$ cat src/hdl/mqdh_pkg.sv
// Package for the multiqueue d-ary heap scheduler.
// Types, sizes and codes shared by the front, back and top level.
package mqdh_pkg;
	localparam int NUM_HEAPS     = 16;
	localparam int HEAP_CAPACITY = 128;
	localparam int ARITY         = 8;
	localparam int HW            = $clog2(NUM_HEAPS);
	localparam int POS_W         = $clog2(HEAP_CAPACITY);
	localparam int FW            = $clog2(HEAP_CAPACITY + 1);
	localparam int CW            = POS_W + $clog2(ARITY) + 1;
	localparam int AW            = HW + POS_W;
	localparam int CFG_W         = 5;
	localparam int QDEPTH        = 2;
	localparam logic signed [15:0] EMPTY_PRIO = 16'sh7FFF;

	localparam logic [1:0] FN_INSERT = 2'd0;
	localparam logic [1:0] FN_DELETE = 2'd1;
	localparam logic [1:0] FN_QUERY  = 2'd2;
	localparam logic [1:0] FN_UNUSED = 2'd3;

	localparam logic [1:0] ST_OK    = 2'd0;
	localparam logic [1:0] ST_FULL  = 2'd1;
	localparam logic [1:0] ST_EMPTY = 2'd2;
	localparam logic [1:0] ST_RANGE = 2'd3;

	localparam logic [2:0] REG_HEAP_COUNT = 3'd0;

	typedef enum logic [2:0] {K_INS, K_DEL, K_QRY, K_NOP, K_ERR} kind_t;

	typedef struct packed {
		logic [15:0]        handle;
		logic signed [15:0] prio;
	} slot_t;

	typedef struct packed {
		kind_t              kind;
		logic [HW-1:0]      ha;
		logic [HW-1:0]      hb;
		logic [15:0]        handle;
		logic signed [15:0] prio;
	} cmd_t;

	typedef enum logic [3:0] {
		S_IDLE, S_TOPA, S_TOPB, S_DSEL, S_DROOT, S_DLAST, S_DCHK, S_DCHILD,
		S_DDEC, S_INS, S_UCHK, S_UWAIT, S_DONE
	} state_t;
endpackage

$ cat src/hdl/mqdh_front.sv
// Front end: accepts words, checks heap indices, queues decoded commands.
// Depends on mqdh_pkg.
module mqdh_front (
	input  logic                       clk,
	input  logic                       arst_n,
	input  logic [mqdh_pkg::CFG_W-1:0] heap_count,
	input  logic                       in_valid,
	output logic                       in_stall,
	input  logic [1:0]                 func,
	input  logic [mqdh_pkg::HW-1:0]    heap_a,
	input  logic [mqdh_pkg::HW-1:0]    heap_b,
	input  logic [15:0]                task_handle,
	input  logic signed [15:0]         priority_req,
	output logic                       cmd_valid,
	output mqdh_pkg::cmd_t             cmd,
	input  logic                       cmd_pop
);
	mqdh_pkg::cmd_t  q_q [mqdh_pkg::QDEPTH];
	logic            wp_q, rp_q;
	logic [1:0]      cnt_q;
	mqdh_pkg::cmd_t  dec;
	logic            ok_a, ok_b, push;

	assign ok_a = (mqdh_pkg::CFG_W'(heap_a) < heap_count);
	assign ok_b = (mqdh_pkg::CFG_W'(heap_b) < heap_count);

	always_comb begin
		dec.ha     = heap_a;
		dec.hb     = heap_b;
		dec.handle = task_handle;
		dec.prio   = priority_req;
		case (func)
			mqdh_pkg::FN_INSERT: dec.kind = ok_a ? mqdh_pkg::K_INS : mqdh_pkg::K_ERR;
			mqdh_pkg::FN_DELETE: dec.kind = (ok_a && ok_b) ? mqdh_pkg::K_DEL : mqdh_pkg::K_ERR;
			mqdh_pkg::FN_QUERY:  dec.kind = (ok_a && ok_b) ? mqdh_pkg::K_QRY : mqdh_pkg::K_ERR;
			default:             dec.kind = mqdh_pkg::K_NOP;
		endcase
	end

	assign in_stall  = (cnt_q == 2'(mqdh_pkg::QDEPTH));
	assign push      = in_valid && !in_stall;
	assign cmd_valid = (cnt_q != 2'd0);
	assign cmd       = q_q[rp_q];

	always_ff @(posedge clk) begin
		if (push) begin
			q_q[wp_q] <= dec;
		end
	end

	always_ff @(posedge clk or negedge arst_n) begin
		if (!arst_n) begin
			wp_q  <= 1'b0;
			rp_q  <= 1'b0;
			cnt_q <= 2'd0;
		end else begin
			if (push) begin
				wp_q <= !wp_q;
			end
			if (cmd_pop) begin
				rp_q <= !rp_q;
			end
			cnt_q <= cnt_q + 2'(push) - 2'(cmd_pop);
		end
	end
endmodule

$ cat config.mk
export PLATFORM = sky130hd
export DESIGN_NAME = mqdh_front
export DESIGN_NICKNAME = d
export VERILOG_FILES = /design/src/hdl/mqdh_pkg.sv /design/src/hdl/mqdh_front.sv
export SDC_FILE = /design/constraint.sdc
export NUM_CORES = 1
export LEC_CHECK = 0
export BUFFER_PORTS_ARGS = -buffer_cell sky130_fd_sc_hd__buf_2
export CAP_MARGIN = 20
export CELL_PAD_IN_SITES_DETAIL_PLACEMENT = 1
export CELL_PAD_IN_SITES_GLOBAL_PLACEMENT = 1
export CORE_MARGIN = 1
export CORE_UTILIZATION = 35
export CTS_CLUSTER_SIZE = 8
export DETAILED_ROUTE_END_ITERATION = 8
export PLACE_DENSITY = 0.67
export SLEW_MARGIN = 0
export SYNTH_ARGS = -nofsm -noshare
export SYNTH_HDL_FRONTEND = slang
export SYNTH_SLANG_ARGS = --single-unit
$ cat constraint.sdc
create_clock -name clk -period 3.08 [get_ports clk]
set_input_delay 0.308 -clock clk [delete_from_list [all_inputs] [get_ports clk]]
set_output_delay 0.308 -clock clk [all_outputs]
set_load 0.01 [all_outputs]
**Yosys cells after proc, flatten, opt, wreduce, memory -nomap -nowiden**

Memories as Yosys holds them, arrays and structs flattened.
Index checks and enable logic that the tools add are counted.

- Magnitude comparators: 2
- Reductions and logical operators: 7
- Eq/ne operators: 3
- Add/sub/neg operators: 2
- Multiplexer cells: 6

Operators with widths:

| operator | number |
|---|---|
| < comparator 4 x 5 -> 1 bit | 2 |
| 2-to-1 mux 3 bit | 3 |
| one-hot mux 3 bit (3 select lines) | 1 |
| == test 2 bit, second input constant | 2 |
| zero test 1 bit | 3 |
| adder 2 x 1 -> 2 bit | 1 |
| == test 2 x 1 -> 1 bit, second input constant | 1 |
| logical AND 1 bit | 2 |
| zero test 2 bit | 1 |
| 2-to-1 mux 1 bit | 2 |
| nonzero test 2 bit | 1 |
| subtractor 2 x 1 -> 2 bit | 1 |

- Memories kept: 1
- Input bits: 51
- Memory bits (writable): 86
- Register bits: 4

Memory list:

| name | depth | bits a word | read ports | clocked after memory_dff | write ports | RTL line | RTL |
|---|---|---|---|---|---|---|---|
| q_q | 2 | 43 | 1 | 0 | 1 | mqdh_front.sv:18 | `mqdh_pkg::cmd_t q_q [mqdh_pkg::QDEPTH];` |

**Longest topological paths before layout**

Gate-level depths: netlist of run 1.

- Word-level depth: 5
- Gate-level depth with buffers: 7

**Worst setup path after synthesis of run 1**

OpenSTA, ideal clock, no wires.

- Path type: register -> register
- Start: register cnt_q[1]
- End: memory q_q[0][0] (netlist name) (enable)
- Arrival: 2397 ps
- Path slack: 239 ps
- Clock period less this slack: 2841 ps
- Setup time: 443 ps
- Stages on the path, launching flop included: 4
- Cells stage by stage: dfrtp_1 nand2b_1 nand2_1 nor2_1

- Cells in the longest elaborated chain, start to end: 5

RTL lines:

| item | RTL line | RTL |
|---|---|---|
| start: declaration | mqdh_front.sv:20 | `logic [1:0] cnt_q;` |
| start signal: assignment | mqdh_front.sv:63 | `cnt_q <= cnt_q + 2'(push) - 2'(cmd_pop);` |
| == test 2 bit | mqdh_front.sv:40 | `assign in_stall = (cnt_q == 2'(mqdh_pkg::QDEPTH));` |
| zero test 1 bit | mqdh_front.sv:41 | `assign push = in_valid && !in_stall;` |
| logical AND 1 bit | mqdh_front.sv:41 |  |
| 2-to-1 mux 1 bit | mqdh_front.sv:46 | `if (push) begin` |
| 2-to-1 mux 1 bit (implied by the code) | mqdh_front.sv:47 | `q_q[wp_q] <= dec;` |
| end: declaration | mqdh_front.sv:18 |  |

Every way passes these cells.

==> results of run 1 <==
## synthesized netlist by cell type
| cell type | count |
|---|---|
| a2111o_1 | 1 |
| a211o_1 | 1 |
| a21boi_1 | 2 |
| a21oi_1 | 2 |
| a221oi_1 | 1 |
| and3_1 | 1 |
| buf_2 | 4 |
| clkbuf_1 | 1 |
| dfrtp_1 | 4 |
| edfxtp_1 | 86 |
| ha_1 | 8 |
| inv_1 | 6 |
| mux2_1 | 2 |
| mux2_2 | 41 |
| nand2_1 | 1 |
| nand2b_1 | 2 |
| nand4b_1 | 1 |
| nor2_1 | 3 |
| nor2b_1 | 1 |
| o21a_1 | 1 |
| o22ai_1 | 2 |
| or2_2 | 1 |
| xnor2_1 | 3 |
| xor2_1 | 1 |
## state kept, by name, summed over array words and instances, names as in the netlist
register / flops
wp_q: 1
q_q: 86
rp_q: 1
cnt_q: 2
## layout make-up
class / count / area [sq um] / area share [%]
sequential: 90 / 2680 / 62.0
multi-input combinational: 75 / 757 / 17.5
clock inverter: 3 / 41.3 / 0.954
tap: 133 / 166 / 3.84
inverter: 6 / 22.5 / 0.520
timing repair buffer: 101 / 523 / 12.1
clock buffer: 12 / 135 / 3.12
## per-stage QoR
| step | instance area, sq um | power [mW] | util [%] | instances |
|---|---|---|---|---|
| global placement | 4140 | 2.97 | 42.8 | 404 |
| CTS | 4330 | 3.77 | 44.7 | 420 |
| finish | 4330 | 3.69 | 44.7 | 420 |
| floorplan | 3480 | 2.52 | - | 176 |
| global route | 4330 | 3.91 | 44.7 | 420 |
| detailed placement | 4140 | 3.00 | 42.8 | 404 |
## power by group
| group | internal (mW) | switching (mW) |
|---|---|---|
| clock | 0.370 | 0.386 |
| combinational | 0.548 | 0.580 |
| sequential | 1.68 | 0.133 |
## worst paths after layout
check	to	depth (start not counted)
worst max-delay path	cmd[11]	3
worst min-delay path	q_q[1][5]	1
worst max register to register	q_q[0][40]	4
worst min register to register	cnt_q[1]	1
max in group asynchronous	rp_q	2
min in group asynchronous	cnt_q[1]	2
## per-layer routing
layer	wire length, um	global-route usage (%)
met1	2870	15.8
met3	340	3.52
met4	148	8.03
met2	3360	22.8
met5	0	0
## worst register-to-register path, delay by kind of cell, from the launching register on
family / cells / cell delay (ns)
buffers and inverters: 1 / 0.32
AND/OR/NAND/NOR: 3 / 0.83
flip-flops: 1 / 0.41
## kinds of logic after synthesis
| kind of cell | after synthesis | share of synthesized area (%) |
|---|---|---|
| AO/OA/AOI/OAI | 10 | 2.12 |
| XOR/XNOR | 4 | 1.01 |
| adder cells (fa/ha/maj) | 8 | 2.88 |
| buffers and inverters | 11 | 1.33 |
| flip-flops | 90 | 77.2 |
| multiplexers | 43 | 13.9 |
| AND/OR/NAND/NOR | 10 | 1.58 |
## what timing repair did
item | CTS | global route
endpoints found under the hold margin | 4 | 0
hold buffers | 1 | 0
endpoints found under the setup margin | 0 | 0
setup buffers | 0 | 0
==> flow_summary.yaml, run 1 <==
global_routing:
  grt_max_degree: 32
  grt_pass1_wl_um: 10100
  grt_remaining_overflow: 0
  track_usage_pct: 13.6
  grt_pass1_vias: 1990
  antenna_found_initial: 0
sta:
  setup_violations: 0
  max-slew-margin-rel_pct: 53.8
  fin_crit_sh_pct: 72.1
  final_max_slew_viol_count: 0
  setup_slack_ns: 0.859
  finalHoldViolations: 0
  fmax_ghz: 0.450
  finClkSkew_ns: 0.00954
  min_period_ns: 2.22
  rsz0062_at_grt: "false"
  holdWs_ns: 0.142
  worst_slew_pin_slew_ns: 0.692
  fin_tns_setup_ns: 0
yosys:
  seq_area_frac_synth_pct: 77.2
  synth_top_cell_by_area: "edfxtp_1"
  syn-num-nets: 235
  synth_warnings: 0
  synth_cell_types: 24
  ys_ff_latch: 90
  netlist_instances: 176
  synth_top_area_share_pct: 74.3
  synth_area_sq_mm: 0.00348
  synthTopCellsByArea: "edfxtp_1 (74%), mux2_2 (13%), dfrtp_1 (2.9%)"
  avgSynthCellArea_sq_um: 19.8
worst_hold_path:
  hp-start: "priority_req[5]"
  min_path_type: "in2reg"
final_layout:
  area_growth_syn_to_layout_pct: 24.5
  antenna_cells: 0
  mostFrequentLayoutCell: "buf_2"
  layout.cells.most_common_list: "buf_2 (95), edfxtp_1 (86), mux2_2 (41)"
  layout-drive-gt1-share_pct: 54.4
  nFillCells: 971
  fin_nets: 342
clocking:
  clk_pin_slew_ns: 0.08
  cts_resized: 0
  h-tree-depth: 3
  cts_tree: "done"
  cts_made_buffers: 9
  clock_sinks: 90
  clock_latency_ns: 0.35
  cts-root-buf: "clkbuf_8"
  clk_path_buf_depth: 2
worst_setup_path:
  crit_path_end_kind: "output port"
  cp-start-kind: "register"
  cpLargestDelayFamily: "flip-flops"
  crit_buf_inv: 2
  cp-startpoint: "rp_q"
  cpMaxStageDelayCell: "dfrtp_2"
  critPathKind: "reg2out"
  reg2reg_slack_ns: 1.22
  crit_required_ns: 2.77
  cp_max_fo: 23
  max_stage_delay_ns: 0.74
  r2r-start: "cnt_q[1]"
  crit_path_cell_trace: "buf_4 -> mux2_2 -> buf_2"
  cp.arrival_ns: 1.91
drt:
  viasPerCell: 4.59
  vias: 1927
  routed_wl_um: 6720
  drc: 0
  post_drt_wl_per_cell_um: 16.0
  drt_first_iter_violations: 38
  ant_nets: 0
  drt_first_pass_iters: 4
die:
  die_w_um: 102
  die_area_sq_mm: 0.0103
  initial_utilization_pct: 35.9
  rows: 36
  ios: 96
  core-area_sq_mm: 0.00968
  die_h_um: 102
placement:
  port_buffers: 95
  hpwl_um: 4740
  finalWeightedCongestion: 0.673
  place_ws_ns: 1.18
power_and_ir_drop:
  peakVddDrop_v: 0.000241
  power.density_mw_per_mm2: 853
  p_leak_nw: 1.66
flow_run:
  drv_cap: 0
run_status:
  status: "finished, final reports clean"
Note: power is estimated with default switching activity, not from simulation.
==> run 2: changes to the inputs <==
--- a/config.mk
+++ b/config.mk
@@ -13,7 +13,7 @@
 export CORE_UTILIZATION = 35
 export CTS_CLUSTER_SIZE = 8
 export DETAILED_ROUTE_END_ITERATION = 8
-export PLACE_DENSITY = 0.67
+export PLACE_DENSITY = 0.7
 export SLEW_MARGIN = 0
 export SYNTH_ARGS = -nofsm -noshare
 export SYNTH_HDL_FRONTEND = slang
==> constraint.sdc (replaced) <==
create_clock -name clk -period 1.9 [get_ports clk]
set_input_delay 0.19 -clock clk [delete_from_list [all_inputs] [get_ports clk]]
set_output_delay 0.19 -clock clk [all_outputs]
set_load 0.01 [all_outputs]
==> run 2 against run 1 <==
Clock power increased by 100%. Critical path depth stayed put. First-iteration DRC count fell by 47%. Total power rose by 71%. Sequential power rose by 56%. Sequential cell count unchanged. Highest routed layer unchanged.
==> flow_summary.yaml, run 2 (synthesis gave the netlist of run 1 again) <==
run_status:
  status: "finished, final reports clean"
clocking:
  clock_latency_ns: 0.35
  h-tree-depth: 3
  clk_pin_slew_ns: 0.08
  clock_sinks: 90
  cts-root-buf: "clkbuf_8"
  clk_path_buf_depth: 2
  cts_made_buffers: 9
  cts_tree: "done"
placement:
  port_buffers: 95
  hpwl_um: 4420
  finalWeightedCongestion: 0.740
  place_area_sq_mm: 0.00416
sta:
  holdWs_ns: 0.0238
  setup_violations: 0
  fin_crit_sh_pct: 92.4
  fmax_ghz: 0.570
  max-slew-margin-rel_pct: 73.5
  min_period_ns: 1.76
  finalHoldViolations: 0
  fin_tns_setup_ns: 0
  finClkSkew_ns: 0.00694
  worst_slew_pin_slew_ns: 0.398
  final_max_slew_viol_count: 0
  rsz0062_at_grt: "false"
final_layout:
  layout.cells.most_common_list: "buf_2 (95), edfxtp_1 (86), mux2_2 (41)"
  mostFrequentLayoutCell: "buf_2"
  regArea_sq_mm: 0.00268
  layout-drive-gt1-share_pct: 54.3
  area_growth_syn_to_layout_pct: 27.2
  antenna_cells: 0
  fin_nets: 343
  top_regs: "q_q (86), cnt_q (2)"
  largest_reg_flops: 86
  multiInputGateArea_sq_um: 757
  nFillCells: 973
  fin_area_sq_mm: 0.00442
  top_register: "q_q"
worst_setup_path:
  cp.arrival_ns: 1.57
  critPathKind: "reg2out"
  cp_max_fo: 25
  crit_path_end_kind: "output port"
  cp-start-kind: "register"
  cpMaxStageDelayCell: "mux2_2"
  cp-startpoint: "rp_q"
  max_stage_delay_ns: 0.39
  crit_required_ns: 1.71
  cpLargestDelayFamily: "buffers and inverters"
  crit_path_cell_trace: "buf_4 -> mux2_2 -> buf_2"
  r2r-start: "cnt_q[1]"
  crit_buf_inv: 2
die:
  initial_utilization_pct: 35.9
  ios: 96
  die_w_um: 102
  die_h_um: 102
  die_area_sq_mm: 0.0103
  core-area_sq_mm: 0.00968
  rows: 36
power_and_ir_drop:
  peakVddDrop_v: 0.000562
  power.density_mw_per_mm2: 1420
  p_leak_nw: 1.70
drt:
  routed_wl_um: 6640
  vias: 1938
  drt_first_iter_violations: 20
  drt_first_pass_iters: 3
  viasPerCell: 4.59
  post_drt_wl_per_cell_um: 15.7
  ant_nets: 0
  drc: 0
worst_hold_path:
  hp-start: "priority_req[11]"
  min_path_type: "in2reg"
global_routing:
  antenna_found_initial: 0
  grt_remaining_overflow: 0
  track_usage_pct: 13.6
  grt_pass1_vias: 2061
  grt_pass1_wl_um: 10100
  grt_max_degree: 44
flow_run:
  drv_cap: 0
-- run 2: changes by cell type in the layout (fill, tap and decap cells not counted) --
cell	delta
buf_4	-3
buf_12	+2
bufinv_16	+2
clkbuf_1	-2
dlygate4sd3_1	+2
clkinv_1	+1
-- run 2: report_power, final --
| group | total (mW) | leakage (nW) | switching, mW | internal [mW] |
|---|---|---|---|---|
| clock network | 1.51 | 0.112 | 0.643 | 0.866 |
| registers | 2.83 | 0.845 | 0.118 | 2.72 |
| logic | 1.95 | 0.739 | 1.03 | 0.921 |
-- run 2: area by class of cell --
class | instances | share of cell area (%)
inverter | 6 | 0.509
tap | 133 | 3.76
multi-input combinational | 75 | 17.1
sequential | 90 | 60.7
timing repair buffer | 102 | 12.7
clock buffer | 10 | 2.89
clock inverter | 6 | 2.38
-- run 2: final timing paths --
path | to | slack (ns) | cells past startpoint
min in group asynchronous | cnt_q[1] | 0.19 | 2
min reg2reg | cnt_q[1] | 0.52 | 1
max | cmd[33] | 0.14 | 3
max in group asynchronous | rp_q | 1.57 | 2
max reg2reg | cnt_q[1] | 0.30 | 7
min | q_q[0][11] | 0.02 | 1
-- run 2: what timing repair did --
item | CTS | global route
gates resized for setup | 0 | 0
hold endpoints to repair | 8 | 0
setup buffers | 0 | 0
endpoints found under the setup margin | 0 | 0
hold buffers | 3 | 0
-- run 2: routing by layer --
metal	wire length (um)	track usage, %	up-vias
li1	-	-	896
met1	2670	14.2	973
met2	3540	24.9	58
met3	296	2.97	11
met4	141	8.03	0
met5	0	0	-
-- run 2: through the flow --
step / setup WS, ns / power, mW / cells / util [%]
final: 0.145 / 6.30 / 422 / 45.7
after floorplan: 0.232 / 4.08 / 176 / -
after global placement: 0.280 / 4.84 / 403 / 43.0
after global routing: 0.0553 / 6.64 / 422 / 45.7
after detailed placement: 0.176 / 4.90 / 403 / 43.0
after CTS: 0.0875 / 6.42 / 422 / 45.7
